File: src/hdl/sckd_pkg.sv
// Package with the types, scan code constants and character tables of the set 1 key decoder.
package sckd_pkg;

   // Widths of the channel fields.
   localparam int CODE_W = 8;
   localparam int CHAR_W = 7;
   localparam int KIND_W = 3;

   // Number of entries in each character table, and the bits that index it.
   localparam int ROM_DEPTH = 58;
   localparam int ROM_IDX_W = $clog2(ROM_DEPTH);

   // Scan codes with a special meaning.
   localparam logic [CODE_W-1:0] SC_PREFIX = 8'hE0;
   localparam logic [CODE_W-1:0] SC_LSHIFT = 8'h2A;
   localparam logic [CODE_W-1:0] SC_RSHIFT = 8'h36;
   localparam logic [CODE_W-1:0] SC_CAPS   = 8'h3A;
   localparam logic [CODE_W-1:0] SC_CTRL   = 8'h1D;
   localparam logic [CODE_W-1:0] SC_ALT    = 8'h38;
   localparam logic [CODE_W-1:0] SC_LEFT   = 8'h4B;
   localparam logic [CODE_W-1:0] SC_RIGHT  = 8'h4D;
   localparam logic [CODE_W-1:0] SC_UP     = 8'h48;
   localparam logic [CODE_W-1:0] SC_DOWN   = 8'h50;

   // Kind of key that one scan code produces.
   typedef enum logic [KIND_W-1:0] {
      KIND_NONE  = 3'd0,
      KIND_CHAR  = 3'd1,
      KIND_LEFT  = 3'd2,
      KIND_RIGHT = 3'd3,
      KIND_UP    = 3'd4,
      KIND_DOWN  = 3'd5
   } key_kind_type;

   // Decoder state: the pending prefix and the four modifier flags.
   typedef struct packed {
      logic prefix;
      logic shift;
      logic caps;
      logic ctrl;
      logic alt;
   } dec_state_type;

   // Characters for keys pressed without shift.
   localparam logic [CHAR_W-1:0] ROM_PLAIN [0:ROM_DEPTH-1] = '{
      7'h00, 7'h1B, 7'h31, 7'h32, 7'h33, 7'h34, 7'h35, 7'h36, 7'h37, 7'h38,
      7'h39, 7'h30, 7'h2D, 7'h3D, 7'h08, 7'h09, 7'h71, 7'h77, 7'h65, 7'h72,
      7'h74, 7'h79, 7'h75, 7'h69, 7'h6F, 7'h70, 7'h5B, 7'h5D, 7'h0A, 7'h00,
      7'h61, 7'h73, 7'h64, 7'h66, 7'h67, 7'h68, 7'h6A, 7'h6B, 7'h6C, 7'h3B,
      7'h27, 7'h60, 7'h00, 7'h5C, 7'h7A, 7'h78, 7'h63, 7'h76, 7'h62, 7'h6E,
      7'h6D, 7'h2C, 7'h2E, 7'h2F, 7'h00, 7'h2A, 7'h00, 7'h20
   };

   // Characters for keys pressed with shift.
   localparam logic [CHAR_W-1:0] ROM_SHIFTED [0:ROM_DEPTH-1] = '{
      7'h00, 7'h1B, 7'h21, 7'h40, 7'h23, 7'h24, 7'h25, 7'h5E, 7'h26, 7'h2A,
      7'h28, 7'h29, 7'h5F, 7'h2B, 7'h08, 7'h09, 7'h51, 7'h57, 7'h45, 7'h52,
      7'h54, 7'h59, 7'h55, 7'h49, 7'h4F, 7'h50, 7'h7B, 7'h7D, 7'h0A, 7'h00,
      7'h41, 7'h53, 7'h44, 7'h46, 7'h47, 7'h48, 7'h4A, 7'h4B, 7'h4C, 7'h3A,
      7'h22, 7'h7E, 7'h00, 7'h7C, 7'h5A, 7'h58, 7'h43, 7'h56, 7'h42, 7'h4E,
      7'h4D, 7'h3C, 7'h3E, 7'h3F, 7'h00, 7'h2A, 7'h00, 7'h20
   };

   // True for the three rows of letter keys, where caps lock applies.
   function automatic logic is_letter(input logic [CODE_W-1:0] code);
      logic row_q;
      logic row_a;
      logic row_z;
      row_q = (code >= 8'h10) && (code <= 8'h19);
      row_a = (code >= 8'h1E) && (code <= 8'h26);
      row_z = (code >= 8'h2C) && (code <= 8'h32);
      return row_q || row_a || row_z;
   endfunction

endpackage

File: src/hdl/sckd_ifs.sv
// Channel interfaces for scan code words in and decoded key words out.

// Scan code channel.
interface sckd_req_if;
   logic                          valid;
   logic                          ready;
   logic [sckd_pkg::CODE_W-1:0]   scan_code;

   modport source (output valid, output scan_code, input ready);
   modport sink   (input valid, input scan_code, output ready);
endinterface

// Decoded key channel.
interface sckd_rsp_if;
   logic                          valid;
   logic                          ready;
   sckd_pkg::key_kind_type        key_kind;
   logic [sckd_pkg::CHAR_W-1:0]   char_code;
   logic                          shift_down;
   logic                          caps_on;
   logic                          ctrl_down;
   logic                          alt_down;

   modport source (output valid, output key_kind, output char_code, output shift_down,
                   output caps_on, output ctrl_down, output alt_down, input ready);
   modport sink   (input valid, input key_kind, input char_code, input shift_down,
                   input caps_on, input ctrl_down, input alt_down, output ready);
endinterface

File: src/hdl/sckd_decode.sv
// Combinational decode of one scan code against the current prefix and modifier state.
module sckd_decode (
   input  logic [sckd_pkg::CODE_W-1:0]  code,
   input  sckd_pkg::dec_state_type      state_cur,
   output sckd_pkg::dec_state_type      state_nxt,
   output sckd_pkg::key_kind_type       kind,
   output logic [sckd_pkg::CHAR_W-1:0]  char_code
);

   logic [sckd_pkg::CODE_W-1:0]    key;
   logic [sckd_pkg::ROM_IDX_W-1:0] rom_idx;
   logic                           in_rom;
   logic                           upper;
   logic [sckd_pkg::CHAR_W-1:0]    rom_char;

   // Character table lookup for a plain press; caps lock flips the case of letters only.
   assign key      = {1'b0, code[sckd_pkg::CODE_W-2:0]};
   assign rom_idx  = code[sckd_pkg::ROM_IDX_W-1:0];
   assign in_rom   = (code < 8'(sckd_pkg::ROM_DEPTH));
   assign upper    = state_cur.shift ^ (sckd_pkg::is_letter(code) & state_cur.caps);
   assign rom_char = !in_rom ? '0 :
                     upper   ? sckd_pkg::ROM_SHIFTED[rom_idx] : sckd_pkg::ROM_PLAIN[rom_idx];

   // Prefix, release, extended press and plain press handling.
   always_comb begin
      state_nxt = state_cur;
      kind      = sckd_pkg::KIND_NONE;
      char_code = '0;
      if (code == sckd_pkg::SC_PREFIX) begin
         state_nxt.prefix = 1'b1;
      end else if (code[sckd_pkg::CODE_W-1]) begin
         // A release after a prefix only drops the prefix.
         if (state_cur.prefix) begin
            state_nxt.prefix = 1'b0;
         end else begin
            unique case (key) inside
               sckd_pkg::SC_LSHIFT, sckd_pkg::SC_RSHIFT: state_nxt.shift = 1'b0;
               sckd_pkg::SC_CTRL:                        state_nxt.ctrl  = 1'b0;
               sckd_pkg::SC_ALT:                         state_nxt.alt   = 1'b0;
               default: ;
            endcase
         end
      end else if (state_cur.prefix) begin
         state_nxt.prefix = 1'b0;
         unique case (code)
            sckd_pkg::SC_LEFT:  kind = sckd_pkg::KIND_LEFT;
            sckd_pkg::SC_RIGHT: kind = sckd_pkg::KIND_RIGHT;
            sckd_pkg::SC_UP:    kind = sckd_pkg::KIND_UP;
            sckd_pkg::SC_DOWN:  kind = sckd_pkg::KIND_DOWN;
            sckd_pkg::SC_CTRL:  state_nxt.ctrl = 1'b1;
            sckd_pkg::SC_ALT:   state_nxt.alt  = 1'b1;
            default: ;
         endcase
      end else begin
         unique case (code) inside
            sckd_pkg::SC_LSHIFT, sckd_pkg::SC_RSHIFT: state_nxt.shift = 1'b1;
            sckd_pkg::SC_CAPS:  state_nxt.caps = ~state_cur.caps;
            sckd_pkg::SC_CTRL:  state_nxt.ctrl = 1'b1;
            sckd_pkg::SC_ALT:   state_nxt.alt  = 1'b1;
            default: begin
               char_code = rom_char;
               kind      = (rom_char != '0) ? sckd_pkg::KIND_CHAR : sckd_pkg::KIND_NONE;
            end
         endcase
      end
   end

endmodule

File: src/hdl/scancode_set1_key_decoder.sv
// Top level of the set 1 scan code to key decoder.
//
//   Channel  Direction  Word contents
//   req_ch   in         scan_code
//   rsp_ch   out        key_kind, char_code, shift_down, caps_on, ctrl_down, alt_down
//
// One word is taken per cycle while req_ch.ready is high; each scan code word gives exactly one key word.
// A word passes through an input register, then is decoded into the output register.
// Decoder state advances as a word moves from the input register to the output register.
// Reset (synchronous) clears the prefix, all modifier flags and both valid bits.
// A stall on rsp_ch backs up into req_ch only once both registers hold a word.
module scancode_set1_key_decoder (
   input  logic          clock,
   input  logic          reset,
   sckd_req_if.sink      req_ch,
   sckd_rsp_if.source    rsp_ch
);

   logic                          in_valid_ff;
   logic                          in_valid_in;
   logic [sckd_pkg::CODE_W-1:0]   in_code_ff;
   logic                          out_valid_ff;
   logic                          out_valid_in;
   sckd_pkg::key_kind_type        out_kind_ff;
   logic [sckd_pkg::CHAR_W-1:0]   out_char_ff;
   sckd_pkg::dec_state_type       state_ff;
   sckd_pkg::dec_state_type       state_in;
   sckd_pkg::key_kind_type        dec_kind;
   logic [sckd_pkg::CHAR_W-1:0]   dec_char;
   logic                          advance;
   logic                          take_in;

   // Handshake: the input register moves on whenever the output register frees up.
   assign advance      = in_valid_ff && (!out_valid_ff || rsp_ch.ready);
   assign req_ch.ready = !in_valid_ff || advance;
   assign take_in      = req_ch.valid && req_ch.ready;
   assign in_valid_in  = take_in || (in_valid_ff && !advance);
   assign out_valid_in = advance || (out_valid_ff && !rsp_ch.ready);

   // Decode of the registered scan code.
   sckd_decode u_decode (
      .code      (in_code_ff),
      .state_cur (state_ff),
      .state_nxt (state_in),
      .kind      (dec_kind),
      .char_code (dec_char)
   );

   // Control state.
   always_ff @(posedge clock) begin
      if (reset) begin
         in_valid_ff  <= 1'b0;
         out_valid_ff <= 1'b0;
         state_ff     <= '0;
      end else begin
         in_valid_ff  <= in_valid_in;
         out_valid_ff <= out_valid_in;
         if (advance) begin
            state_ff <= state_in;
         end
      end
   end

   // Payload registers.
   always_ff @(posedge clock) begin
      if (take_in) begin
         in_code_ff <= req_ch.scan_code;
      end
      if (advance) begin
         out_kind_ff <= dec_kind;
         out_char_ff <= dec_char;
      end
   end

   // The flags shown are those in force after the word being shown.
   logic shift_out_ff;
   logic caps_out_ff;
   logic ctrl_out_ff;
   logic alt_out_ff;

   always_ff @(posedge clock) begin
      if (advance) begin
         shift_out_ff <= state_in.shift;
         caps_out_ff  <= state_in.caps;
         ctrl_out_ff  <= state_in.ctrl;
         alt_out_ff   <= state_in.alt;
      end
   end

   assign rsp_ch.valid      = out_valid_ff;
   assign rsp_ch.key_kind   = out_kind_ff;
   assign rsp_ch.char_code  = out_char_ff;
   assign rsp_ch.shift_down = shift_out_ff;
   assign rsp_ch.caps_on    = caps_out_ff;
   assign rsp_ch.ctrl_down  = ctrl_out_ff;
   assign rsp_ch.alt_down   = alt_out_ff;

   // A character word always carries a nonzero character, and other words carry none.
   a_char_nonzero : assert property (@(posedge clock) disable iff (reset)
      (rsp_ch.valid && rsp_ch.key_kind == sckd_pkg::KIND_CHAR) |-> (rsp_ch.char_code != '0))
      else $error("character word with zero character code");

   a_noncHar_zero : assert property (@(posedge clock) disable iff (reset)
      (rsp_ch.valid && rsp_ch.key_kind != sckd_pkg::KIND_CHAR) |-> (rsp_ch.char_code == '0))
      else $error("non-character word with nonzero character code");

   // Any word other than the prefix consumes a pending prefix.
   a_prefix_clears : assert property (@(posedge clock) disable iff (reset)
      (advance && state_ff.prefix && in_code_ff != sckd_pkg::SC_PREFIX) |=> !state_ff.prefix)
      else $error("prefix survived a following scan code");

   // Caps lock only changes when a word is decoded.
   a_caps_stable : assert property (@(posedge clock) disable iff (reset)
      !advance |=> $stable(state_ff.caps))
      else $error("caps lock changed without a decoded word");

endmodule

File: src/flat_wrapper.sv
// flat-port wrapper written by rule: the top's interface ports become plain ports
module scancode_set1_key_decoder_flat 
  (clock, reset, req_ch_valid, req_ch_scan_code, req_ch_ready, rsp_ch_valid, rsp_ch_key_kind, rsp_ch_char_code, rsp_ch_shift_down, rsp_ch_caps_on, rsp_ch_ctrl_down, rsp_ch_alt_down, rsp_ch_ready);
  sckd_req_if req_ch_i ();
  sckd_rsp_if rsp_ch_i ();
  input  logic clock;
  input  logic reset;
  input wire logic [$bits(req_ch_i.valid)-1:0] req_ch_valid;
  input wire logic [$bits(req_ch_i.scan_code)-1:0] req_ch_scan_code;
  output wire logic [$bits(req_ch_i.ready)-1:0] req_ch_ready;
  output wire logic [$bits(rsp_ch_i.valid)-1:0] rsp_ch_valid;
  output wire logic [$bits(rsp_ch_i.key_kind)-1:0] rsp_ch_key_kind;
  output wire logic [$bits(rsp_ch_i.char_code)-1:0] rsp_ch_char_code;
  output wire logic [$bits(rsp_ch_i.shift_down)-1:0] rsp_ch_shift_down;
  output wire logic [$bits(rsp_ch_i.caps_on)-1:0] rsp_ch_caps_on;
  output wire logic [$bits(rsp_ch_i.ctrl_down)-1:0] rsp_ch_ctrl_down;
  output wire logic [$bits(rsp_ch_i.alt_down)-1:0] rsp_ch_alt_down;
  input wire logic [$bits(rsp_ch_i.ready)-1:0] rsp_ch_ready;
  assign req_ch_i.valid = req_ch_valid;
  assign req_ch_i.scan_code = req_ch_scan_code;
  assign req_ch_ready = req_ch_i.ready;
  assign rsp_ch_valid = rsp_ch_i.valid;
  assign rsp_ch_key_kind = rsp_ch_i.key_kind;
  assign rsp_ch_char_code = rsp_ch_i.char_code;
  assign rsp_ch_shift_down = rsp_ch_i.shift_down;
  assign rsp_ch_caps_on = rsp_ch_i.caps_on;
  assign rsp_ch_ctrl_down = rsp_ch_i.ctrl_down;
  assign rsp_ch_alt_down = rsp_ch_i.alt_down;
  assign rsp_ch_i.ready = rsp_ch_ready;
  scancode_set1_key_decoder u_core (.clock(clock), .reset(reset), .req_ch(req_ch_i), .rsp_ch(rsp_ch_i));
endmodule
File: config.mk
export PLATFORM = sky130hd
export DESIGN_NAME = scancode_set1_key_decoder_flat
export DESIGN_NICKNAME = d
export VERILOG_FILES = /design/src/hdl/sckd_pkg.sv /design/src/hdl/sckd_ifs.sv /design/src/hdl/sckd_decode.sv /design/src/hdl/scancode_set1_key_decoder.sv /design/src/flat_wrapper.sv
export SDC_FILE = /design/constraint.sdc
export NUM_CORES = 1
export LEC_CHECK = 0
export BUFFER_PORTS_ARGS = -buffer_cell sky130_fd_sc_hd__buf_4
export CAP_MARGIN = 10
export CORE_MARGIN = 2
export CORE_UTILIZATION = 40
export CTS_CLUSTER_SIZE = 14
export DETAILED_ROUTE_END_ITERATION = 10
export GPL_TIMING_DRIVEN = 0
export SYNTH_ARGS = -nofsm -noshare
export SYNTH_HDL_FRONTEND = slang
export SYNTH_SLANG_ARGS = --single-unit
File: constraint.sdc
create_clock -name clock -period 9.8 [get_ports clock]
set_clock_uncertainty 0.15 [all_clocks]
set_input_delay 2.45 -clock clock [delete_from_list [all_inputs] [get_ports clock]]
set_output_delay 2.45 -clock clock [all_outputs]
set_load 0.1 [all_outputs]
; Word level (Yosys, flattened, before mapping)
; Memory sizes are Yosys's and may differ from the RTL's.
; Cells that the tools add are included.
[op_classes]
n_eq_ne = 14
bitwise = 4
n_reduce_logical = 23
n_mux = 25
magnitude_cmp = 8
[ops]
columns = op, count
row1 = 2-to-1 mux 7 bit, 6
row2 = "equality test 8 x 6 -> 1 bit, second input constant", 4
row3 = "equality test 8 x 7 -> 1 bit, second input constant", 4
row4 = "equality test 7 x 6 -> 1 bit, second input constant", 3
row5 = ">= comparator 8 x 5 -> 1 bit, second input constant", 2
row6 = "<= comparator 8 x 6 -> 1 bit, second input constant", 2
row7 = 2-to-1 mux 1 bit, 13
row8 = case mux 3 bit (4 select lines), 1
row9 = "equality test 8 x 5 -> 1 bit, second input constant", 1
row10 = "equality test 8 bit, second input constant", 1
row11 = ">= comparator 8 x 6 -> 1 bit, second input constant", 1
row12 = "<= comparator 8 x 5 -> 1 bit, second input constant", 1
row13 = "less-than comparator 8 x 6 -> 1 bit, second input constant", 1
row14 = OR reduction 8 bit, 1
row15 = "equality test 7 x 5 -> 1 bit, second input constant", 1
row16 = ">= comparator 7 bit, second input constant", 1
row17 = logical AND 1 bit, 7
row18 = inverter 6 -> 7 bit, 1
row19 = nonzero test 7 bit, 1
row20 = logical OR 1 bit, 6
row21 = 2-to-1 mux 2 bit, 3
row22 = OR reduction 2 bit, 3
row23 = OR reduction 5 bit, 1
row24 = logical NOT 1 bit, 4
row25 = 5 further kinds, 5
[word_totals]
register_bits = 29
wordCells = 90
n_memories = 2
out_inout_bits = 16
in_bits = 12
rom_bits = 896
[memory_table]
columns = memory, depth, word_bits, read_ports, rd_clocked_by_memory_dff, write_ports, line
row1 = (name not given), 64, 7, 1, 0, 0, sckd_decode.sv:22  ; upper ? sckd_pkg::ROM_SHIFTED[rom_idx] : sckd_pkg::ROM_PLAIN[rom_idx];
row2 = (name not given), 64, 7, 1, 0, 0, sckd_decode.sv:22

; Logic depth before layout (Yosys ltp)
[logic_depth]
ltp_word = 12
mapped_depth = 13
depth_no_buf = 11

; Cells and area by module
; From an unflattened synthesis, not the netlist that was laid out.
[hier_totals]
cells_unflattened = 293
hier_area_um2 = 2541.2
[modules_own_cells]
columns = module, area_each_um2, cells_each, seq_area_each_um2, n_inst
row1 = sckd_decode, 1565.3, 239, 0.0, 1
row2 = scancode_set1_key_decoder, 975.9, 54, 800.8, 1

; Least setup slack after synthesis
; Ideal clock, no wire load.
[synth_path]
kind = input to output
from = input rsp_ch_ready
to = output req_ch_ready
arrival_ps = 3227
cell_stages = 2
slack_ps = 3973
path_buffers = 0
cell_sequence = nor2b_1 -> nand2_1
[synth_via]
elab_chain_cells = 3
[synth_lines]
columns = item, line
row1 = start: declaration, flat_wrapper.sv:18  ; input wire logic [$bits(rsp_ch_i.ready)-1:0] rsp_ch_ready;
row2 = logical OR 1 bit, scancode_set1_key_decoder.sv:34  ; assign advance = in_valid_ff && (!out_valid_ff || rsp_ch.ready);
row3 = logical AND 1 bit, scancode_set1_key_decoder.sv:34
row4 = logical OR 1 bit, scancode_set1_key_decoder.sv:35  ; assign req_ch.ready = !in_valid_ff || advance;
row5 = end: declaration, flat_wrapper.sv:10  ; output wire logic [$bits(req_ch_i.ready)-1:0] req_ch_ready;
; No other way between the ends.

; Worst setup path after layout
; Ends and elaborated chain as after synthesis.

==> key figures <==
Detailed routing
  – Final wirelength: around 8.2 mm
  – ANT nets after route: 0
  – DR iter-0 viols: around 320
  – Vias per inst: between 6 and 7
  – Pre-Repair DR Iteration Count: 6
  – Routed length per instance: just under 20 um
  – DRC Markers: 0
  – Via count: 2541

Floorplanning
  – Core Area: between 6000 and 7000 sq um
  – I/O pin cnt: 28
  – Die Y-Extent: around 83 um
  – Initial Util: 0.419
  – Site Rows: 28
  – Die ar.: 6960 sq um
  – Die Span X: between 80 and 90 um

Global route
  – GR Util All Layers: 0.241
  – Initial antenna violation count: 0
  – Largest net degree at the start of global routing: 20
  – Vias in the first global route: about 2400
  – First-pass GRT wire length: around 13 mm
  – GRT overflow: 0

Clocking
  – CTS buffer count: 5
  – CTS tree: yes
  – Hold buffers post-CTS: 0
  – Clock latency on the worst-skew pair: around 280 ps
  – Clock tree sinks: 29
  – Post-CTS sizing: 0
  – Maximum buffer depth of the clock tree: 2
  – Root Buffer: clkbuf_8
  – Clock-pin slew of the registers on the worst-case setup and hold paths: approximately 60 ps
  – Setup repair bufs after CTS: 0
  – H-tree level count: 2

Synthesis
  – Synthesized cell area: approximately 2500 sq um
  – Post-synth EDFFs: 22
  – Post-synth top flop: edfxtp_1
  – Syn. warnings: 0
  – Sequential area share after synthesis: 0.317
  – Net Count, Synth: approximately 330
  – Cell variety after synth: between 40 and 50
  – Mapped Cells: between 300 and 400
  – Mean Syn Cell Area: ~8 sq um
  – Post-synth ARST share: 0
  – Seq cells post-synth: 29

Min path
  – Min-Delay Path Depth: 2
  – Hold Path Sink: u_core.state_ff[1]
  – Hold Crit Class: flip-flop to flip-flop
  – Hold wc startpoint: u_core.state_ff[1]

Worst setup path
  – Crit path launch type: input pin
  – Crit path DAT: between 3000 and 4000 ps
  – Worst endpoint required time: 7200 ps
  – Reg2reg path depth: 13
  – Setup crit end kind: output pin
  – Crit-path max FO: 4
  – Reg-to-reg endpoint: u_core.rsp_ch.key_kind[0]
  – Reg2reg setup slack: roughly 5400 ps
  – Worst r2r src: u_core.in_code_ff[2]
  – Setup CP Type: input pin to output pin

Timing
  – Final period utilization: 0.586
  – Max-slew violation count: 0
  – Final setup viols: 0
  – Final number of hold-violating endpoints: 0
  – Achievable Freq: ~170 MHz
  – RSZ-0062 raised after global routing: false
  – Relative slew slack: 0.326
  – Min Tclk post-route: 5740 ps
  – Setup TNS: 0 ps
  – Slew @ Worst Pin: 1010 ps

Pwr
  – Power per cell area: 118 nW/um^2
  – Tot Pwr: ~0.34 mW
  – P_leak: roughly 1.1 nW
  – Peak supply drop: approximately 110 uV

Finish
  – Final Util: 0.482
  – Fin cells: approximately 420
  – Most frequent cells in the layout: nor2_1, nand2_1, buf_4
  – Fill cells: ~630
  – P&R area growth vs syn: 15.0%
  – Layout cell share with drive strength beyond 1: 0.148
  – Final net count: between 300 and 400
  – Commonest non-fill, non-tap cell in the layout: nor2_1
  – Diodes inserted: 0

Place
  – Dpl hpwl: roughly 6.2 mm
  – Buffers on Ports: 27
  – RePlAce Congestion: between 0.9 and 1
  – Placed cell count: slightly above 400

Flow run
  – Max-cap violations: 0

Status
  – Outcome: finished clean
==> metrics by stage <==
step | worst slack [ps] | area, sq um | hold slack [ps]
after floorplan | 3970 | 2520 | 310
after detailed placement | 4060 | 2820 | 344
after global placement | 4090 | 2820 | 333
after global routing | 3990 | 2900 | 391
final | 4060 | 2900 | 352
after CTS | 4060 | 2900 | 358
==> worst max-delay path by stage <==
stage                  from      endpoint  slack [ps]  cells after the start
2_1_floorplan  rsp_ch_ready  req_ch_ready        3970                      2
3_3_place_gp   rsp_ch_ready  req_ch_ready        4090                      4
3_5_place_dp   rsp_ch_ready  req_ch_ready        4060                      4
4_1_cts        rsp_ch_ready  req_ch_ready        4060                      4
5_1_grt        rsp_ch_ready  req_ch_ready        3990                      4
6_report       rsp_ch_ready  req_ch_ready        4060                      4
==> where the power goes <==
part / switching, mW / internal, mW
clock: 0.0453 / 0.0491
sequential: 0.00388 / 0.138
combinational: 0.0736 / 0.0315
==> worst max-delay path: stages <==
cell and delay [ps]:
buf_4 110, nor2b_1 220, nand2_1 110, buf_4 240
==> synth_stat cells, drive strengths merged, types with 7 or more instances <==
cell / number / area share
nand3: 8 / 0.016
inv: 9 / 0.013
nand2: 31 / 0.046
buf: 14 / 0.031
ha: 12 / 0.059
nor3: 8 / 0.016
edfxtp: 22 / 0.26
o31ai: 9 / 0.027
mux2i: 10 / 0.040
dfxtp: 7 / 0.056
a21oi: 20 / 0.040
clkbuf: 13 / 0.019
nor2: 34 / 0.051
nor2b: 17 / 0.042
o21ai: 22 / 0.044
==> sequential cells by signal, summed over array words and instances, names as in the netlist, 3 cells and up <==
signal	count
u_core.rsp_ch.char_code	7
u_core.state_ff	5
u_core.in_code_ff	8
u_core.rsp_ch.key_kind	3
==> cell families (layout without fill, tap and decap cells) <==
kind of cell | count (synthesis) | count (layout) | synth area share
muxes | 14 | 14 | 0.0620
and+or+nand+nor | 116 | 116 | 0.222
AOI/OAI and AO/OA | 97 | 97 | 0.255
buffers and inverters | 36 | 71 | 0.0640
xor gates and xnor gates | 5 | 5 | 0.0203
adders and majority gates | 12 | 12 | 0.0595
DFF | 29 | 29 | 0.317
==> metal layers <==
metal  wire length [um]  up-vias  GRT usage
met5                  0        -          0
met4                226        0     0.0718
met3                644       22     0.0567
met2               3770      125      0.386
met1               3520     1184      0.324
li1                   -     1210          -
==> final cells by class <==
class	instances	area, sq um	share of cell area
Buffer	27	128	0.0440
Clock buffer	6	72.6	0.0250
Clock inverter	2	10.0	0.00345
Inverter	9	33.8	0.0116
Multi-Input combinational cell	244	1560	0.538
Sequential cell	29	801	0.276
Tap cell	75	93.8	0.0323
Timing Repair Buffer	27	203	0.0698
Power figures use the tool's default switching activity.
